<file path="src/hdl/ptt_pkg.sv">
// shared types, codes and constants of the periodic timer table
package ptt_pkg;

	localparam int unsigned MAX_TIMERS_DEF = 16;
	localparam logic [63:0] NEVER = 64'hFFFF_FFFF_FFFF_FFFF;

	typedef enum logic [1:0] {
		KIND_ADD    = 2'd0,
		KIND_REMOVE = 2'd1,
		KIND_TICK   = 2'd2,
		KIND_NONE   = 2'd3
	} kind_t;

	typedef enum logic [1:0] {
		ST_OK        = 2'd0,
		ST_DUPLICATE = 2'd1,
		ST_NOT_FOUND = 2'd2,
		ST_FULL      = 2'd3
	} status_t;

	typedef struct packed {
		logic [1:0]  kind;
		logic [7:0]  timer_id;
		logic [63:0] start_time;
		logic [63:0] period;
		logic [63:0] first_fire;
		logic [63:0] now;
	} in_item_t;

	typedef struct packed {
		logic [1:0]  status;
		logic        fired;
		logic [7:0]  fired_id;
		logic [63:0] elapsed;
		logic        last;
		logic        any_fired;
		logic [63:0] next_fire;
		logic [4:0]  timer_count;
	} out_item_t;

	typedef struct packed {
		logic [7:0]  id;
		logic [63:0] start;
		logic [63:0] period;
		logic [63:0] next;
	} entry_t;

	typedef struct packed {
		logic [7:0]  id;
		logic [63:0] elapsed;
	} fire_rec_t;

	typedef enum logic [3:0] {
		S_IDLE,
		S_FIND_RD,
		S_FIND_CHK,
		S_SHIFT_RD,
		S_SHIFT_WR,
		S_TICK_RD,
		S_TICK_CHK,
		S_DIV,
		S_MIN_RD,
		S_MIN_CHK,
		S_EMIT_RD,
		S_EMIT_LD,
		S_EMIT
	} state_t;

endpackage

</file>
<file path="src/hdl/ptt_table.sv">
// timer entry store: one write port, one registered read port
module ptt_table import ptt_pkg::*; #(
	parameter int unsigned MaxTimers = MAX_TIMERS_DEF,
	localparam int unsigned IW = (MaxTimers > 1) ? $clog2(MaxTimers) : 1
) (
	input  logic          clk,
	input  logic          we,
	input  logic [IW-1:0] waddr,
	input  entry_t        wdata,
	input  logic          re,
	input  logic [IW-1:0] raddr,
	output entry_t        rdata
);

	entry_t mem [MaxTimers];
	entry_t rdata_q;

	always_ff @(posedge clk) begin
		if (we) begin
			mem[waddr] <= wdata;
		end
		if (re) begin
			rdata_q <= mem[raddr];
		end
	end

	assign rdata = rdata_q;

endmodule

</file>
<file path="config.mk">
export PLATFORM = sky130hd
export DESIGN_NAME = ptt_table
export DESIGN_NICKNAME = d
export VERILOG_FILES = /design/src/hdl/ptt_pkg.sv /design/src/hdl/ptt_table.sv
export SDC_FILE = /design/constraint.sdc
export NUM_CORES = 2
export LEC_CHECK = 0
export ABC_AREA = 1
export BUFFER_PORTS_ARGS = -buffer_cell sky130_fd_sc_hd__buf_2
export CAP_MARGIN = 20
export CORE_MARGIN = 2
export CORE_UTILIZATION = 62
export CTS_CLUSTER_DIAMETER = 100
export DETAILED_ROUTE_END_ITERATION = 6
export PLACE_DENSITY_LB_ADDON = 0.05
export SYNTH_ARGS = -nofsm -noshare
export SYNTH_HDL_FRONTEND = slang
export SYNTH_SLANG_ARGS = --single-unit
</file>
<file path="constraint.sdc">
create_clock -name clk -period 12.9 [get_ports clk]
set_input_delay 1.29 -clock clk [delete_from_list [all_inputs] [get_ports clk]]
set_output_delay 1.29 -clock clk [all_outputs]
set_load 0.1 [all_outputs]
</file>
==> summary.txt <==
Detail Route Antenna Nets: 0
clock latency on the worst-skew pair: 0.96 ns
CTS Buf Count: 356
Synth Area per Inst: 11.47 um^2
CTS max path bufs: 4
GRT met2 Usage: 49.62%
setup ws final: 7.615 ns
mux share of post-synthesis cell area: 0%
H-tree depth: 5
distinct cell type count after synthesis: 14
Worst-Margin Slew: 1.284 ns
initial DRC count: 9848
status: finished clean
gpl congestion: 0.7896
Post-Place Setup Slack: 6.722 ns
global route hottest layer: met2
hpwl dp: 165100 um
clk sinks: 3400
Fmax: 189.2 MHz
Hold Buf Count CTS: 0
Rows: 173
CP peak stage delay: 0.92 ns
footprint of the multi-input gates: 28400 um^2
flops & latches, synth: 3400
register area share after synthesis: 73.38%
post-synthesis net count: 12340
Tmin final: 5.285 ns
met1 global-route usage: 43.11%
largest net degree at the start of global routing: 259
most frequent cells in the layout: 4424 x nand2_1, 3400 x edfxtp_1, 2275 x nand3_1
post-synthesis instance area: 139100 um^2
VDD IR-drop max: 0.1477 mV
initial antenna violation count: 81
Die ar.: 228200 um^2
Critical Path Fanout Max: 111
XOR/XNOR share of the synthesized area: 0%
fillcell total: 15950
clk_skew: 0.05300 ns
RSZ-0062 raised after global routing: no
Setup Crit Path Kind: input pin to flop
Detailed Route WL: 353200 um
post-synthesis simple-gate area fraction: 20.32%
Slew Limit Fails: 0
Starting Density: 62.46%
Critical Path AT: 5.96 ns
register area: 102100 um^2
post-CTS sizing: 0
global router's overall resource usage: 30.77%
global-route wire length before repair: 530500 um
routed len/inst: 22.57 um
commonest non-fill, non-tap cell in the layout: nand2_1
DRC: 0
CP max stage cell: buf_4
required time of the critical path: 13.58 ns
Leakage: 0.06150 uW
CTS tree: yes
combinational family with the most area after synthesis: simple AND/OR/NAND/NOR gates
Area Growth Syn to Fin: 10.33%
Setup crit end kind: flop
Yosys top cell by area: edfxtp_1
HP Class: input pin to flop
layout cells sized above 1: 8.297%
core area: 222700 um^2
synth top area cells: edfxtp_1 73%, nand2_1 12%, nand3_1 8.2%
nets: 12580
Placed Instances: 14980
via count: 89670
number of vias per cell: 5.731
Fin. Hold Viols: 0
final setup fails: 0
met3 Usage GRT: 5.023%
Worst-path clk slew: 0.06 ns
Critical Path Start Type: input pin
Pwr per Cell Area: 155.6 nW/um^2
vias in the first global route: 86070
slew margin rel.: 14.42%
gr ovfl total: 0
Pre-antenna DRT Iters: 5
crit share post-route: 40.97%
YS warnings: 0
io pins: 411
Yosys top cell area share: 73.38%
CTS Root Cell: clkbuf_16
max_cap viols: 0
port bufs: 410
CP Cell Sequence: buf_8 -> buf_4 -> buf_4 -> buf_4 -> buf_4 -> nand2_1 -> nand3_1 -> nand3_1 -> nand3_1 -> nand2_1
Die X: 477.7 um
complex-gate fraction of the synthesized area: 0%
Layout Cells excl Fill: 15650
die boundary height: 477.7 um
sum of negative setup slack: 0 ns
CP dominant cell by count: buf_4
Post-CTS Setup Bufs: 0
Synth Area in Adders: 0%
Synth Instances: 12130
## through the flow
step / area, um^2 / utilization (%) / total power, uW / hold slack (ns)
after global placement: 142600 / 64.02 / 14440 / 0.7015
after global routing: 153400 / 68.89 / 24590 / 0.6678
after CTS: 153400 / 68.86 / 23990 / 0.6407
after floorplan: 139100 / - / 13970 / 0.6828
after detailed placement: 142600 / 64.02 / 14470 / 0.7131
final: 153500 / 68.92 / 23880 / 0.7022
## critical path, delay by kind of cell
family,cells,cell delay [ns]
buffers and inverters,5,3.85
and+or+nand+nor,5,0.59
## cell usage after synthesis
cell	number
nand2_1	4424
edfxtp_1	3400
nand3_1	2275
inv_1	1315
buf_2	329
clkbuf_1	121
buf_6	88
buf_4	64
buf_1	63
or2_2	33
nor2_1	17
nand3b_1	2
inv_2	1
inv_4	1
## registers in the layout, summed over array words and instances, names as in the netlist
name and cells:
rdata 200, mem 3200
## final timing paths
path	slack (ns)	to	cells past startpoint	start
worst max-delay path	7.62	rdata[139]	10	raddr[0]
worst min-delay path	0.70	mem[5][175]	1	wdata[175]
worst max register to register	11.51	rdata[38]	5	mem[12][38]
worst min register to register	0.72	rdata[199]	6	mem[2][199]
## power breakdown
part	total [uW]	switching (uW)	internal, uW
registers	12500	81.9	12400
clock network	9630	4060	5580
logic	1720	1370	354
total	23900	5510	18400
## layer usage
metal / wire length, um / share of wire, % / up-vias
met5: 302 / 0.085 / -
met4: 11220 / 3.2 / 52
met3: 31330 / 8.9 / 754
met1: 142600 / 40 / 43790
met2: 167800 / 48 / 4021
li1: - / - / 41060
## layout make-up
class	count	area share (%)
Antenna cell	42	0.06847
Timing Repair Buffer	540	2.230
Clock inverter	174	0.9064
Multi-Input combinational cell	6751	18.50
Tap cell	2975	2.425
Inverter	1317	3.246
Clock buffer	449	6.114
Sequential cell	3400	66.51
## cell families after synthesis
logic type	Yosys count
buffers and inverters	1982
flip-flops	3400
AND/OR/NAND/NOR	6751
(Power assumes the default switching activity.)
