===== src/hdl/ptt_pkg.sv =====
// shared types, codes and constants of the periodic timer table
package ptt_pkg;

	localparam int unsigned MAX_TIMERS_DEF = 16;
	localparam logic [63:0] NEVER = 64'hFFFF_FFFF_FFFF_FFFF;

	typedef enum logic [1:0] {
		KIND_ADD    = 2'd0,
		KIND_REMOVE = 2'd1,
		KIND_TICK   = 2'd2,
		KIND_NONE   = 2'd3
	} kind_t;

	typedef enum logic [1:0] {
		ST_OK        = 2'd0,
		ST_DUPLICATE = 2'd1,
		ST_NOT_FOUND = 2'd2,
		ST_FULL      = 2'd3
	} status_t;

	typedef struct packed {
		logic [1:0]  kind;
		logic [7:0]  timer_id;
		logic [63:0] start_time;
		logic [63:0] period;
		logic [63:0] first_fire;
		logic [63:0] now;
	} in_item_t;

	typedef struct packed {
		logic [1:0]  status;
		logic        fired;
		logic [7:0]  fired_id;
		logic [63:0] elapsed;
		logic        last;
		logic        any_fired;
		logic [63:0] next_fire;
		logic [4:0]  timer_count;
	} out_item_t;

	typedef struct packed {
		logic [7:0]  id;
		logic [63:0] start;
		logic [63:0] period;
		logic [63:0] next;
	} entry_t;

	typedef struct packed {
		logic [7:0]  id;
		logic [63:0] elapsed;
	} fire_rec_t;

	typedef enum logic [3:0] {
		S_IDLE,
		S_FIND_RD,
		S_FIND_CHK,
		S_SHIFT_RD,
		S_SHIFT_WR,
		S_TICK_RD,
		S_TICK_CHK,
		S_DIV,
		S_MIN_RD,
		S_MIN_CHK,
		S_EMIT_RD,
		S_EMIT_LD,
		S_EMIT
	} state_t;

endpackage


===== src/hdl/ptt_div.sv =====
// restoring divider, one quotient bit per cycle, gives the 64-bit remainder
module ptt_div import ptt_pkg::*; (
	input  logic        clk,
	input  logic        arst_n,
	input  logic        start,
	input  logic [63:0] dividend,
	input  logic [63:0] divisor,
	output logic        done,
	output logic [63:0] remainder
);

	logic [63:0] rem_q, dvd_q, dsr_q;
	logic [5:0]  cnt_q;
	logic        busy_q, done_q;
	logic [64:0] trial;
	logic        fits;

	assign trial = {rem_q, dvd_q[63]};
	assign fits  = trial >= {1'b0, dsr_q};

	always_ff @(posedge clk or negedge arst_n) begin
		if (!arst_n) begin
			busy_q <= 1'b0;
			done_q <= 1'b0;
			cnt_q  <= '0;
		end else begin
			done_q <= 1'b0;
			if (start) begin
				busy_q <= 1'b1;
				cnt_q  <= '0;
			end else if (busy_q) begin
				cnt_q <= cnt_q + 6'd1;
				if (cnt_q == 6'd63) begin
					busy_q <= 1'b0;
					done_q <= 1'b1;
				end
			end
		end
	end

	always_ff @(posedge clk) begin
		if (start) begin
			rem_q <= '0;
			dvd_q <= dividend;
			dsr_q <= divisor;
		end else if (busy_q) begin
			rem_q <= fits ? 64'(trial - {1'b0, dsr_q}) : trial[63:0];
			dvd_q <= {dvd_q[62:0], 1'b0};
		end
	end

	assign done      = done_q;
	assign remainder = rem_q;

endmodule


===== config.mk =====
export PLATFORM = sky130hd
export DESIGN_NAME = ptt_div
export DESIGN_NICKNAME = d
export VERILOG_FILES = /design/src/hdl/ptt_pkg.sv /design/src/hdl/ptt_div.sv
export SDC_FILE = /design/constraint.sdc
export NUM_CORES = 1
export LEC_CHECK = 0
export BUFFER_PORTS_ARGS = -buffer_cell sky130_fd_sc_hd__buf_2
export CORE_MARGIN = 5
export CORE_UTILIZATION = 62
export CTS_CLUSTER_SIZE = 14
export DETAILED_ROUTE_END_ITERATION = 16
export PLACE_DENSITY_LB_ADDON = 0.25
export SLEW_MARGIN = 20
export SYNTH_ARGS = -nofsm -noshare
export SYNTH_HDL_FRONTEND = slang
export SYNTH_SLANG_ARGS = --single-unit

===== constraint.sdc =====
create_clock -name clk -period 5.6 [get_ports clk]
set_input_delay 0.56 -clock clk [delete_from_list [all_inputs] [get_ports clk]]
set_output_delay 0.56 -clock clk [all_outputs]
set_load 0.01 [all_outputs]

==> results.ini <==
[run_status]
status=finished, final reports clean

[clock_network]
cts_root_buffer=clkbuf_16
clockBufferDepth=2
clkSlewWorstSetupHoldPaths_ns=0.08
htree_levels=4
cts_tree=built
clk_latency_ns=0.45
clkSinkCount=200
cts_setup_buffers=0
numCtsBuffers=17

[sta]
rsz0062_at_grt=false
clock_skew_ns=0.0148
slew_violations=0
max_slew_margin=0.414
setup_ws_ns=1.52
worst_pin_slew_ns=0.878
whs_ns=0.282
finalSetupTns_ns=0
fmax_mhz=245
min_period_ns=4.08
finalHoldViolations=0
period_share=0.728
setup_viol_count_final=0

[synthesis]
synth_cell_types=75
async_reset_ff_frac=0.0400
yosysWarnings=0
syn-num-nets=1435
ys_ff_latch=200
synth.area.top_cells=edfxtp_1 (32%), dfxtp_1 (11%), ha_1 (6.7%)
synth_area_um2=12100
syn_avg_cell_area_um2=9.77
synth_cells=1238
synth_top_area_frac=0.318
synth_top_cell_by_area=edfxtp_1
synth-edff-count=128
ys_seq_area_frac=0.440
ys.flop_type=edfxtp_1

[drt]
drt-wirelength-per-cell_um=17.3
postRouteAntennaNets=0
wl_met3_um=2580
drtIter0Drc=696
via_per_inst=5.93
num_vias=9890
drt_wl_total_um=28900
m1WireLength_um=12500
dr_wl_met2_um=13300
drc=0
dr.pass1.iters=6
highest_layer=met5

[pwr]
p_leak_nw=6.02
p_int_mw=3.85
p_clk_frac=0.194
peakVddDrop_v=0.000260
swShare=0.424
power_density_nw_per_um2=485
power_switching_mw=2.83
comb_power_share=0.492
seqPwrFrac=0.314

[global_routing]
grt_max_degree=80
grt_overflow=0
grt_pass1_wl_um=47200
grt_pass1_vias=9563
grtUsageTotal=0.261
antenna_found_initial=3

[placed_design]
place_inst=1636
io_buffers=195
gp_congestion=0.941
pre_cts_ws_ns=1.55
dp_hpwl_um=21600

[floorplan]
fp.dieArea_um2=22400
coreArea_um2=19300
start_util=0.626
rows=51
chipHeight_um=150
io_pins=196
fp.dieW_um=150

[worst_setup_path]
path_max_fanout=18
worst_setup_path_end_kind=flop
crit_required_ns=5.90
critPathKind=flop to flop
cp-start-kind=flop
worst_ep_arrival_time_ns=4.37

[worst_hold_path]
hold_class=primary input to flop

[layout]
drive_above_1_share=0.230
areaGrowthSynthToFinish_pct=14.0
diodes=0
final_cells=1669
fin_util=0.713
fill_cells=1519
nNetsFinal=1588

[run]
drv_cap=0

## synth_stat cells (8+ instances only)
cell      number
xor2_1        21
a21oi_1      123
inv_1         90
nand2_1       72
nor2_1       134
edfxtp_1     128
mux2_2        66
clkbuf_1      43
buf_2         21
dfrtp_1        8
dfxtp_1       64
o21ai_0       33
and3_1         9
nor3_1         8
mux2i_1       23
nor2b_1       10
o31ai_1        8
a211oi_1      57
ha_1          65
a21o_1        23
nand4_1       31
o21bai_1      20
o21ai_1       13
nand3_1       15
xnor2_1       34
## cell type report
class                           instances  area, µm²  share of cell area
Sequential cell                       200       5330               0.386
Multi-Input combinational cell        878       6110               0.443
Timing Repair Buffer                  203       1040              0.0758
Clock inverter                         15        208              0.0151
Tap cell                              265        332              0.0240
Clock buffer                           17        425              0.0309
Inverter                               91        342              0.0248
## metal layers
metal / global-route usage / up-vias
li1: - / 4830
met4: 0.0604 / 6
met1: 0.350 / 4644
met2: 0.414 / 362
met5: 0 / -
met3: 0.0848 / 48
## final timing paths
path	depth (start not counted)	slack, ns	start	to
max	13	1.52	dsr_q[18]$_DFFE_PP_	remainder[22]$_SDFFE_PP0P_
max reg2reg	13	1.52	dsr_q[18]$_DFFE_PP_	remainder[22]$_SDFFE_PP0P_
min reg2reg	2	0.52	remainder[18]$_SDFFE_PP0P_	remainder[18]$_SDFFE_PP0P_
min in group asynchronous	2	0.51	arst_n	cnt_q[0]$_DFFE_PN0P_
max in group asynchronous	2	4.88	arst_n	busy_q$_DFF_PN0_
min	1	0.28	divisor[58]	dsr_q[58]$_DFFE_PP_
## per-stage QoR
stage                     area [µm²]  power (mW)
final                          13800        6.68
after global routing           13800        7.15
after CTS                      13800        6.68
after detailed placement       13100        5.37
after global placement         13100        5.31
after floorplan                12100        4.55
## critical path, cell delays in order (launching register included)
cell,delay [ns]
edfxtp_1,0.32
inv_1,0.04
ha_1,0.45
nand4_1,0.23
nor3_2,0.32
nand3_1,0.15
o41ai_1,0.42
a211oi_1,0.16
o211ai_2,0.14
a31o_1,0.68
buf_4,0.46
mux2_1,0.36
mux2i_1,0.13
nor2_1,0.06
## power by group through the flow
stage	combinational (mW)	sequential (mW)	clock [mW]
detailed placement	3.24	2.13	0
CTS	3.26	2.10	1.32
floorplan	2.39	2.16	0
global placement	3.20	2.11	0
global route	3.63	2.14	1.38
finish	3.29	2.10	1.30
## flip-flops by register name, indices dropped and copies added, names as in the netlist
name	cells
dsr_q	64
done	1
busy_q	1
dvd_q	64
cnt_q	6
remainder	64
## kinds of logic (layout without fill, tap and decap cells)
kind of cell    after synthesis  count (layout)  share of synthesized area
fa+ha+maj                    66              66                     0.0689
buf+inv                     160             326                     0.0546
flops                       200             200                      0.440
compound gates              344             344                      0.187
simple gates                318             318                      0.124
mux                          95              95                     0.0861
xor+xnor                     55              55                     0.0398
## cell usage in the layout (no fill, tap or decap), drive strengths merged, types with 6 or more instances in the layout
| cell | count |
|---|---|
| a21boi | 6 |
| and2 | 7 |
| xnor2 | 34 |
| o31ai | 8 |
| a211oi | 57 |
| ha | 65 |
| edfxtp | 128 |
| nor3 | 9 |
| buf | 202 |
| dfrtp | 8 |
| nand2 | 72 |
| nand3 | 15 |
| nor2b | 10 |
| nand4 | 31 |
| clkinv | 7 |
| mux2 | 72 |
| dfxtp | 64 |
| nor2 | 134 |
| and3 | 9 |
| a21oi | 126 |
| o21bai | 20 |
| o211ai | 8 |
| nor4 | 6 |
| xor2 | 21 |
| inv | 98 |
| o21ai | 46 |
| mux2i | 23 |
| a31oi | 9 |
| clkbuf | 17 |
| a21o | 23 |
## repair_timing
| action | CTS | global route |
|---|---|---|
| hold buffers | 1 | 0 |
| endpoints found under the hold margin | 8 | 0 |
| resized for setup | 0 | 0 |
Note: power is estimated with default switching activity, not from simulation.
